==> src/rtl/core/chp_pkg.sv <==
`default_nettype none
// ---------------------------------------------------------------------------
// chp_pkg
// Shared types and fixed widths for the convex hull perimeter block.
// ---------------------------------------------------------------------------
package chp_pkg;

    localparam int COORD_W = 16;
    localparam int DIFF_W  = COORD_W + 1;
    localparam int PROD_W  = 2 * DIFF_W;
    localparam int DIST_W  = 2 * COORD_W + 2;
    localparam int FRAC_W  = 8;
    localparam int SQ_W    = DIST_W + 2 * FRAC_W;
    localparam int ROOT_W  = SQ_W / 2 + 1;
    localparam int PERIM_W = 36;

    typedef struct packed {
        logic signed [COORD_W-1:0] y;
        logic signed [COORD_W-1:0] x;
    } t_point;

    typedef struct packed {
        logic signed [COORD_W-1:0] point_x;
        logic signed [COORD_W-1:0] point_y;
        logic                      last_point;
    } t_point_in;

    typedef struct packed {
        logic [PERIM_W-1:0] perimeter;
        logic               overflow;
    } t_result;

    typedef struct packed {
        logic   start;
        t_point o;
        t_point a;
        t_point b;
    } t_geom_req;

    typedef struct packed {
        logic              done;
        logic              pos;
        logic              zero;
        logic              lt;
        logic [DIST_W-1:0] da;
    } t_geom_res;

endpackage

`default_nettype wire

==> src/rtl/core/chp_isqrt.sv <==
`default_nettype none
// ---------------------------------------------------------------------------
// chp_isqrt
// Iterative floor(sqrt(d * 2^16)), one result bit per cycle.
// ---------------------------------------------------------------------------
module chp_isqrt (
    input  wire                         i_clk,
    input  wire                         i_rst_n,
    input  wire                         i_start,
    input  wire [chp_pkg::DIST_W-1:0]   i_val,
    output logic                        o_done,
    output logic [chp_pkg::ROOT_W-1:0]  o_root
);
    import chp_pkg::*;

    logic            r_busy, r_done;
    logic [SQ_W-1:0] r_v, r_res, r_bit;
    logic [SQ_W-1:0] w_try;

    assign w_try = r_res + r_bit;

    always_ff @(posedge i_clk) begin
        if (!i_rst_n) begin
            r_busy <= 1'b0;
            r_done <= 1'b0;
        end else begin
            r_done <= r_busy && r_bit[0];
            if (i_start) begin
                r_busy <= 1'b1;
            end else if (r_bit[0]) begin
                r_busy <= 1'b0;
            end
        end
    end

    always_ff @(posedge i_clk) begin
        if (i_start) begin
            r_v   <= {i_val, {(2*FRAC_W){1'b0}}};
            r_res <= '0;
            r_bit <= SQ_W'(1) << (SQ_W - 2);
        end else if (r_busy) begin
            if (r_v >= w_try) begin
                r_v   <= r_v - w_try;
                r_res <= (r_res >> 1) + r_bit;
            end else begin
                r_res <= r_res >> 1;
            end
            r_bit <= r_bit >> 2;
        end
    end

    assign o_done = r_done;
    assign o_root = r_res[ROOT_W-1:0];
endmodule

`default_nettype wire
==> config.mk <==
export PLATFORM = sky130hd
export DESIGN_NAME = chp_isqrt
export DESIGN_NICKNAME = d
export VERILOG_FILES = /design/src/rtl/core/chp_pkg.sv /design/src/rtl/core/chp_isqrt.sv
export SDC_FILE = /design/constraint.sdc
export NUM_CORES = 1
export LEC_CHECK = 0
export ABC_CLOCK_PERIOD_IN_PS = 8100
export BUFFER_PORTS_ARGS = -buffer_cell sky130_fd_sc_hd__buf_2
export CORE_MARGIN = 2
export CORE_UTILIZATION = 25
export CTS_BUF_LIST = sky130_fd_sc_hd__clkbuf_4 sky130_fd_sc_hd__clkbuf_8
export DETAILED_ROUTE_END_ITERATION = 8
export SETUP_SLACK_MARGIN = 0.02
export SLEW_MARGIN = 30
export SYNTH_ARGS = -nofsm -noshare
export SYNTH_HDL_FRONTEND = slang
export SYNTH_SLANG_ARGS = --single-unit
export TNS_END_PERCENT = 5
==> constraint.sdc <==
create_clock -name i_clk -period 8.1 [get_ports i_clk]
set_clock_uncertainty 0.2 [all_clocks]
set_input_delay 0 -clock i_clk [delete_from_list [all_inputs] [get_ports i_clk]]
set_output_delay 0 -clock i_clk [all_outputs]
set_load 0.03 [all_outputs]
==> flow_metrics.env <==
export IMPL_status="finished clean"
export IMPL_power_switching_share=0.415
export IMPL_synth_edf_count=34
export IMPL_critPathCapture="r_v[27]"
export IMPL_cts_buffer_depth=2
export IMPL_pwr_share_comb=0.468
export IMPL_cts_resized=0
export IMPL_hpwlAfterDp_mm=24.5
export IMPL_muxShareOfSynthArea=0.0288
export IMPL_rsz0062_at_grt="false"
export IMPL_synthesis_area_um2=11100
export IMPL_max_slew_margin_rel=0.375
export IMPL_rrSetupSlack_ps=1310
export IMPL_p_switching_mw=1.11
export IMPL_seqPwrFrac=0.302
export IMPL_cap_viol_max_count=0
export IMPL_yosysUniqueCellTypes=79
export IMPL_drtIter0Drc=853
export IMPL_r2r_start="r_bit[0]"
export IMPL_cts_sink_count=127
export IMPL_grt_overflow=0
export IMPL_fin_hold_ws_ps=170
export IMPL_tightest_slew_ps=938
export IMPL_fin_nets=1557
export IMPL_rr_endpoint="r_v[27]"
export IMPL_die_h_um=215
export IMPL_start_kind="flip-flop"
export IMPL_cts_tree="done"
export IMPL_drt_first_pass_iters=5
export IMPL_fin_crit_ps=6790
export IMPL_required_ps=8000
export IMPL_grtUsageTotal=0.143
export IMPL_cts_made_buffers=17
export IMPL_post_route_period_util=0.838
export IMPL_synth_fa_ha_area_frac=0.117
export IMPL_synth_cells=1382
export IMPL_max_freq_mhz=147
export IMPL_worst_ep_arrival_time_ps=6700
export IMPL_final_area_um2=12600
export IMPL_synth_avg_cell_area_um2=8.05
export IMPL_syn_nets=1522
export IMPL_crit_path_start="r_bit[0]"
export IMPL_hold_path_class="input pin to flip-flop"
export IMPL_synth_compound_area_frac=0.277
export IMPL_ios=64
export IMPL_internal_power_mw=1.56
export IMPL_grt_pass1_wl_mm=53.6
export IMPL_hold_viol=0
export IMPL_pwr_share_clk=0.230
export IMPL_hold_depth=4
export IMPL_drt_wl_total_mm=33.0
export IMPL_antenna_found_initial=0
export IMPL_viasPerCell=5.08
export IMPL_detail_route_antenna_nets=0
export IMPL_drc=0
export IMPL_crit_path_max_fanout=34
export IMPL_clock_root_buffer="clkbuf_8"
export IMPL_ys_seq_elements=127
export IMPL_endpoint_kind="flip-flop"
export IMPL_initial_core_util=0.253
export IMPL_core_um2=44000
export IMPL_fin_setup_tns_ps=0
export IMPL_ys_flop_type="dfxtp_1"
export IMPL_area_delta_synth_final_pct=13.2
export IMPL_gp_congestion=0.893
export IMPL_synth_top_family_by_area="compound AO/OA/AOI/OAI gates"
export IMPL_reg2reg_depth=23
export IMPL_grt_pass1_vias=9854
export IMPL_rows=77
export IMPL_async_flop_share=0
export IMPL_vdd_drop_max_uv=105
export IMPL_crit_type="flip-flop to flip-flop"
export IMPL_synth_xor_area_frac=0.0898
export IMPL_yosysWarnings=0
export IMPL_clock_latency_ps=460
export IMPL_clk_pin_slew_ps=80
export IMPL_finalSetupViolations=0
export IMPL_power_density_nw_per_um2=212
export IMPL_power_leakage_nw=4.86
export IMPL_fp_dieW_um=215
export IMPL_drv_slew=0
export IMPL_ys_seq_area_frac=0.259
export IMPL_diodes=0
export IMPL_synthSimpleGateAreaFrac=0.173
export IMPL_wl_per_cell_um=16.3
export IMPL_grt_max_degree=85
export IMPL_drive_gt1_frac=0.0916
export IMPL_place_area_um2=11700
export IMPL_io_buffers=63
export IMPL_vias=10300
export IMPL_htreeDepth=4
export IMPL_die_area_um2=46200
cells in the final DEF, fill, tap and decap left out, types with 4 or more instances in the layout:
cell type      Yosys  layout
a211oi_1          31      31
o211ai_1           5       5
edfxtp_1          34      34
a22o_1            21      21
nor2_1           139     139
ha_1             102     102
nor2b_1           16      16
clkbuf_8           0      21
nor3_1            26      26
a311oi_1          11      11
inv_1             30      30
or3_1             13      13
nand2_1          146     146
a21boi_0           7       7
buf_2             16      62
buf_4             28       9
xnor2_1           67      67
mux2i_1           32      32
o21ai_0           93      93
and3_1            12      12
a21oi_1           93      93
a211o_1            7       7
dlygate4sd3_1      0      42
a221oi_1          15      15
o31ai_1           17      17
clkinv_2           0       6
o31a_1             4       4
nand3_1           22      22
nand4_1           24      24
and2_1             6       6
xor2_1            47      47
o21bai_1          16      16
dfxtp_1           93      92
nand2b_1           8       8
a31oi_1           38      38
a21o_1            36      36
o21a_1            15      15
cells in the mapped netlist, types with 22 or more instances:
| master | count | share of area |
|---|---|---|
| nand2_1 | 146 | 0.049 |
| nor2_1 | 139 | 0.047 |
| ha_1 | 102 | 0.11 |
| a21oi_1 | 93 | 0.042 |
| dfxtp_1 | 93 | 0.17 |
| o21ai_0 | 93 | 0.042 |
| xnor2_1 | 67 | 0.053 |
| clkbuf_1 | 49 | 0.017 |
| xor2_1 | 47 | 0.037 |
| a31oi_1 | 38 | 0.021 |
| a21o_1 | 36 | 0.024 |
| edfxtp_1 | 34 | 0.092 |
| mux2i_1 | 32 | 0.029 |
| a211oi_1 | 31 | 0.021 |
| inv_1 | 30 | 0.010 |
| buf_4 | 28 | 0.019 |
| nor3_1 | 26 | 0.012 |
| nand4_1 | 24 | 0.014 |
| nand3_1 | 22 | 0.0099 |
layout make-up:
type                            count  area (um^2)
Fill cell                        4752        31400
Inverter                           30          113
Tap cell                          592          741
Sequential cell                   127         2890
Timing Repair Buffer              113          798
Multi-Input combinational cell   1128         7620
Clock inverter                     11          135
Clock buffer                       21          289
cell families after synthesis:
family / Yosys count
AO/OA/AOI/OAI: 451
AND/OR/NAND/NOR: 428
buffers and inverters: 127
flip-flops: 127
XOR/XNOR: 114
adder cells (fa/ha/maj): 103
multiplexers: 32
state kept, by name (all words and copies together) (netlist names):
signal / cells
r_res: 50
r_v: 50
r_bit: 25
o_done: 1
r_busy: 1
per-stage QoR:
step / total power [mW] / setup WS (ps) / utilization / cells
floorplan: 1.77 / 2190 / - / 1382
global placement: 2.03 / 1320 / 0.267 / 1948
detailed placement: 2.03 / 1140 / 0.267 / 1948
CTS: 2.67 / 1110 / 0.286 / 2022
global route: 2.85 / 620 / 0.286 / 2022
finish: 2.67 / 1310 / 0.286 / 2022
how the worst min path moves through the flow:
stage | to | from
after CTS | r_v[29] | i_val[13]
after global placement | r_busy | i_rst_n
after detailed placement | r_busy | i_rst_n
after floorplan | r_busy | i_rst_n
after global routing | r_v[21] | i_val[5]
final | r_v[30] | i_val[14]
routing by layer:
metal	GRT usage	vias up	routed length, um
met2	0.239	219	15400
met5	0	-	0
met4	0.0556	0	1070
met3	0.0249	40	1490
met1	0.182	4884	15000
li1	-	5138	-
power by group through the flow:
| stage | logic (mW) | clock network (mW) | registers (mW) |
|---|---|---|---|
| 6_report | 1.25 | 0.614 | 0.806 |
| 5_1_grt | 1.39 | 0.650 | 0.817 |
| 4_1_cts | 1.24 | 0.625 | 0.806 |
| 3_5_place_dp | 1.22 | 0 | 0.819 |
| 3_3_place_gp | 1.21 | 0 | 0.818 |
| 2_1_floorplan | 0.981 | 0 | 0.785 |
what timing repair did:
item                       in CTS  in global routing
setup endpoints to repair       0                  0
buffers inserted                0                  0
hold endpoints to repair       71                  0
hold buffers                   42                  0
worst max-delay path: stages (launching register included):
cell,delay [ps]
dfxtp_1,420
ha_1,210
ha_1,190
a21oi_1,100
o21ai_0,480
a211oi_1,200
o311ai_1,660
a211oi_1,250
o41ai_1,480
nand2_1,120
xor2_1,160
ha_1,410
nand3_1,160
nor2b_1,200
nand3_1,130
nor3b_1,280
a31oi_1,130
nand3_1,180
or2_1,130
buf_4,370
nand2_1,100
buf_4,290
nand2_1,110
buf_4,430
Note: power is estimated with default switching activity, not from simulation.
