===== src/rtl/core/chp_pkg.sv =====
`default_nettype none
// ---------------------------------------------------------------------------
// chp_pkg
// Shared types and fixed widths for the convex hull perimeter block.
// ---------------------------------------------------------------------------
package chp_pkg;

    localparam int COORD_W = 16;
    localparam int DIFF_W  = COORD_W + 1;
    localparam int PROD_W  = 2 * DIFF_W;
    localparam int DIST_W  = 2 * COORD_W + 2;
    localparam int FRAC_W  = 8;
    localparam int SQ_W    = DIST_W + 2 * FRAC_W;
    localparam int ROOT_W  = SQ_W / 2 + 1;
    localparam int PERIM_W = 36;

    typedef struct packed {
        logic signed [COORD_W-1:0] y;
        logic signed [COORD_W-1:0] x;
    } t_point;

    typedef struct packed {
        logic signed [COORD_W-1:0] point_x;
        logic signed [COORD_W-1:0] point_y;
        logic                      last_point;
    } t_point_in;

    typedef struct packed {
        logic [PERIM_W-1:0] perimeter;
        logic               overflow;
    } t_result;

    typedef struct packed {
        logic   start;
        t_point o;
        t_point a;
        t_point b;
    } t_geom_req;

    typedef struct packed {
        logic              done;
        logic              pos;
        logic              zero;
        logic              lt;
        logic [DIST_W-1:0] da;
    } t_geom_res;

endpackage

`default_nettype wire


===== src/rtl/core/chp_geom.sv =====
`default_nettype none
// ---------------------------------------------------------------------------
// chp_geom
// Four-stage pipeline: cross product of (a-o, b-o) and squared distances
// |a-o|^2, |b-o|^2 with their compare.
// ---------------------------------------------------------------------------
module chp_geom (
    input  wire                i_clk,
    input  wire                i_rst_n,
    input  chp_pkg::t_geom_req i_req,
    output chp_pkg::t_geom_res o_res
);
    import chp_pkg::*;

    logic [2:0]               r_vld;
    logic signed [DIFF_W-1:0] r_dax, r_day, r_dbx, r_dby;
    logic signed [PROD_W-1:0] r_p1, r_p2, r_sa1, r_sa2, r_sb1, r_sb2;
    logic signed [PROD_W:0]   r_cr, r_da, r_db;
    logic                     r_done, r_pos, r_zero, r_lt;
    logic [DIST_W-1:0]        r_dist;

    always_ff @(posedge i_clk) begin
        if (!i_rst_n) begin
            r_vld  <= '0;
            r_done <= 1'b0;
        end else begin
            r_vld  <= {r_vld[1:0], i_req.start};
            r_done <= r_vld[2];
        end
    end

    always_ff @(posedge i_clk) begin
        r_dax <= {i_req.a.x[COORD_W-1], i_req.a.x} - {i_req.o.x[COORD_W-1], i_req.o.x};
        r_day <= {i_req.a.y[COORD_W-1], i_req.a.y} - {i_req.o.y[COORD_W-1], i_req.o.y};
        r_dbx <= {i_req.b.x[COORD_W-1], i_req.b.x} - {i_req.o.x[COORD_W-1], i_req.o.x};
        r_dby <= {i_req.b.y[COORD_W-1], i_req.b.y} - {i_req.o.y[COORD_W-1], i_req.o.y};
        r_p1  <= r_dax * r_dby;
        r_p2  <= r_dbx * r_day;
        r_sa1 <= r_dax * r_dax;
        r_sa2 <= r_day * r_day;
        r_sb1 <= r_dbx * r_dbx;
        r_sb2 <= r_dby * r_dby;
        r_cr  <= (PROD_W+1)'(r_p1) - (PROD_W+1)'(r_p2);
        r_da  <= (PROD_W+1)'(r_sa1) + (PROD_W+1)'(r_sa2);
        r_db  <= (PROD_W+1)'(r_sb1) + (PROD_W+1)'(r_sb2);
        r_pos  <= r_cr > 0;
        r_zero <= r_cr == 0;
        r_lt   <= r_da < r_db;
        r_dist <= r_da[DIST_W-1:0];
    end

    assign o_res = '{done: r_done, pos: r_pos, zero: r_zero, lt: r_lt, da: r_dist};
endmodule

`default_nettype wire


===== config.mk =====
export PLATFORM = sky130hd
export DESIGN_NAME = chp_geom
export DESIGN_NICKNAME = d
export VERILOG_FILES = /design/src/rtl/core/chp_pkg.sv /design/src/rtl/core/chp_geom.sv
export SDC_FILE = /design/constraint.sdc
export NUM_CORES = 2
export LEC_CHECK = 0
export BUFFER_PORTS_ARGS = -buffer_cell sky130_fd_sc_hd__buf_2
export CORE_MARGIN = 5
export CORE_UTILIZATION = 40
export DETAILED_ROUTE_END_ITERATION = 10
export HOLD_SLACK_MARGIN = 0.05
export PLACE_DENSITY = 0.66
export SLEW_MARGIN = 20
export SYNTH_ARGS = -nofsm -noshare
export SYNTH_HDL_FRONTEND = slang
export SYNTH_SLANG_ARGS = --single-unit
export TNS_END_PERCENT = 100

===== constraint.sdc =====
create_clock -name i_clk -period 11.4 [get_ports i_clk]
set_clock_uncertainty 0.2 [all_clocks]
set_input_delay 2.28 -clock i_clk [delete_from_list [all_inputs] [get_ports i_clk]]
set_output_delay 2.28 -clock i_clk [all_outputs]
set_load 0.005 [all_outputs]

==> summary by stage <==
Worst hold path
The worst hold path terminates at r_dist[20]. Along the worst hold path, the cell count comes to 0. The worst hold path belongs to the class reg -> reg. The start point of the worst min-delay path is r_da[20].

Clock network
The clock passes through at most 3 buffers. The clock sink count is 414. TritonCTS built the clock tree. At the later pin of the worst-skew pair, clock insertion delay measures 0.66 ns. The total CTS buffers is ~50. The post-CTS resize count is 0.

The number of buffers inserted for hold repair after clock tree synthesis is 0. The number of post-CTS setup repair buffers is 0. The H-tree level count is 2. Clock-pin slew was measured on the worst setup and hold paths at 0.07 ns.

The root buffer selected by CTS is sky130_fd_sc_hd__clkbuf_16.

STA
The maximum clock rate is 130 MHz. The sum of negative setup slack is 0 ns. Setup repair after global routing left no endpoint under its margin. The final number of hold-violating endpoints is 0.

The worst path in the final design needs a cycle of 7.70 ns, including I/O delays and setup. The max-slew violation count came to 0. For the pin with the worst max-slew slack, the measured transition is roughly 1.1 ns. Setup violations remaining at the end of the flow were counted as 0. The worst path uses about two thirds of the clock period. Measured against its own limit, the worst slew margin works out to between 20% and 30%. Final hold analysis gives a worst-case slack of 0.159 ns.

Cells and area
The library cell used most frequently in the layout, excluding fill and tap cells, is sky130_fd_sc_hd__inv_1. Once layout is complete, the cells apart from fillers number ~11k. The post-route netlist has under 10% of its cells at a drive strength greater than 1.

The area growth from synthesis to final layout is 6.92%. The final layout contains between 10k and 15k nets. The top cell types in the final layout, fill and taps aside, are sky130_fd_sc_hd__inv_1 (2071), sky130_fd_sc_hd__fa_1 (1664), sky130_fd_sc_hd__ha_1 (733), sky130_fd_sc_hd__nand2_1 (693), sky130_fd_sc_hd__and2_1 (468). With fillers left out, the area of the finished cells amounts to approximately 83000 sq um.

Setup path
The critical setup path kind is reg -> reg. The top fanout value on the critical path is 31. In this run the register-to-register setup slack is 3.70 ns. The critical path required time is 11.74 ns. For the worst flop-to-flop path, the logic depth is 20.

At the worst endpoint, the arrival time is 8.03 ns. The worst register-to-register path begins at r_dby[16]. The category of the worst setup path capture point is a register.

The worst setup path is launched from a register. The destination of the worst register-to-register timing path is r_sb2[33].

Placed design
The last weighted congestion value of the routability-driven placer is slightly above 0.9. After detailed placement, the design holds a cell count of between 10k and 15k. Once placement finished, the instance area stood at 80700 sq um. Detailed placement finished with a half-perimeter wire length of roughly 170 mm. Port buffering added roughly 140 buffers.

Job
The tool flagged a number of max-cap violations equal to 0.

Routing
The vias after detailed routing is between 50k and 60k. The first TritonRoute pass finished after 6 iterations. The number of violations reported at the end of detailed-routing iteration 0 is ~3.2k. The average detailed-routed wire length per instance is approximately 19 um.

After detailed routing, the total wire length is approximately 200 mm. The number of routed nets with antenna violations is 0. The DRC violations left is 0. The via density per instance is between 5 and 6.

Die
The I/O pin total is between 100 and 150. The die covers between 200000 and 250000 sq um. After floorplanning, the core was divided into between 150 and 200 placement rows. Once the floorplan was initialized, standard cells occupied approximately 40% of the core.

Measured along the x axis, the die boundary spans 449 um. The vertical die dimension is between 400 and 500 um. In this run the standard cell core region covers around 190000 sq um.

Yosys
The post-synthesis async set-or-reset flop share is 0%. The number of enable-type register cells in the synthesized netlist is 0. In this run, distinct cell masters in the synthesized netlist total 80. The cell area after synthesis is between 70000 and 80000 sq um. The synthesized netlist devotes roughly 55% of its cell area to adder and majority cells. The main combinational cell family by area after synthesis is adder cells. The post-synthesis simple-gate area fraction is 11.7%. The synthesized netlist devotes 6.91% of its cell area to compound gates. Among all flip-flop cells after synthesis, the most frequent one is sky130_fd_sc_hd__dfxtp_1.

The portion of the post-synthesis area used by sequential elements is 10.7%. The synthesis warning total is 0. The cell count after synthesis came out at between 8k and 9k. The xor-xnor portion of the synthesized cell area is ~4.2%. The number of nets produced by synthesis is roughly 11k. Measured against the total synthesized area, the mux share comes to less than 1%. The post-synthesis average cell area is 9.41 sq um.

Counting flops and latches in the post-synthesis netlist gives between 400 and 500.

Global route
The initial antenna violation count is 9. Global routing used about a fifth of the available tracks. The number of global-route vias before repair is roughly 59k. Entering global routing, the biggest net connects between 50 and 60 pins. The first global-routing pass estimated approximately 330 mm of wire. Global routing finished with a remaining overflow of 0.

Status
The run finished with clean final reports.
-- layer usage --
metal	vias to the layer above	wire length (um)	global-route usage (%)
met1	27600	80700	25.5
li1	24700	-	-
met4	2	11500	9.31
met2	1557	97700	34.8
met3	354	12000	2.93
met5	-	16	0
-- final cells by class --
cell class | instances | area (sq um)
clock buffer | 63 | 1380
sequential | 414 | 8300
timing repair buffer | 205 | 1200
multi-input combinational | 5472 | 60200
fill | 18500 | 110000
inverter | 2080 | 7810
clock inverter | 33 | 412
antenna | 35 | 87.6
tap | 2526 | 3160
-- synthesized netlist by cell type (all sizes together) (21+ instances only) --
library cell	instances	area, sq um
o21ai	131	656
a31o	21	184
nand3	55	275
a31oi	28	175
xnor2	283	2480
fa	1664	33300
dfxtp	414	8290
and2	468	2930
nor2	363	1370
or2	31	194
nor3	52	260
and3	38	238
nand4	27	169
nand2	693	2600
a21oi	242	1210
a211oi	37	293
o21a	49	368
o21bai	31	233
clkbuf	226	848
xor2	91	797
nand2b	48	300
ha	733	9170
a21o	118	887
inv	2072	7780
nor2b	63	394
-- critical path, cell delays in order (launching register included) --
cell                        delay (ns)
sky130_fd_sc_hd__dfxtp_1          1.06
sky130_fd_sc_hd__inv_1            0.09
sky130_fd_sc_hd__buf_4            0.31
sky130_fd_sc_hd__nor2_1           0.27
sky130_fd_sc_hd__fa_1             0.62
sky130_fd_sc_hd__fa_1             0.96
sky130_fd_sc_hd__fa_1             0.54
sky130_fd_sc_hd__fa_1             0.51
sky130_fd_sc_hd__fa_1             0.49
sky130_fd_sc_hd__inv_1            0.05
sky130_fd_sc_hd__fa_1             0.48
sky130_fd_sc_hd__inv_1            0.04
sky130_fd_sc_hd__ha_1             0.35
sky130_fd_sc_hd__nand3_1          0.11
sky130_fd_sc_hd__or2_2            0.32
sky130_fd_sc_hd__o21bai_1         0.18
sky130_fd_sc_hd__a31oi_1          0.39
sky130_fd_sc_hd__a2111oi_0        0.20
sky130_fd_sc_hd__o21bai_1         0.17
sky130_fd_sc_hd__a21oi_1          0.10
sky130_fd_sc_hd__xnor2_1          0.14
-- worst max path at each step --
stage | end | cells past startpoint | start
floorplan | r_p1[33] | 22 | r_dax[16]
global placement | r_sb2[33] | 20 | r_dby[16]
detailed placement | r_sb2[33] | 20 | r_dby[16]
CTS | r_sb2[33] | 20 | r_dby[16]
global route | r_sb2[33] | 20 | r_dby[16]
finish | r_sb2[33] | 20 | r_dby[16]
-- cell families (layout without fill, tap and decap cells) --
logic type      count (synthesis)  count (layout)
flops                         414             414
compound gates                809             809
simple gates                 1887            1887
fa+ha+maj                    2397            2397
buf+inv                      2318            2381
xor+xnor                      374             374
other cells                     0              35
mux                             5               5
-- metrics by stage --
step | utilization (%) | setup WS (ns)
floorplan | - | 4.75
global placement | 42.0 | 3.91
detailed placement | 42.0 | 3.76
CTS | 42.9 | 3.75
global route | 43.0 | 3.32
finish | 43.0 | 3.70
-- registers in the layout, summed over array words and instances (netlist names) --
signal / flops
r_cr: 35
r_da: 35
r_dax: 17
r_day: 17
r_db: 35
r_dbx: 17
r_dby: 17
r_dist: 34
r_done: 1
r_lt: 1
r_p1: 34
r_p2: 34
r_pos: 1
r_sa1: 33
r_sa2: 33
r_sb1: 33
r_sb2: 33
r_vld: 3
r_zero: 1
Power is not shown: default switching activity piles up to over one toggle a cycle in this logic, so the estimate is an artifact.
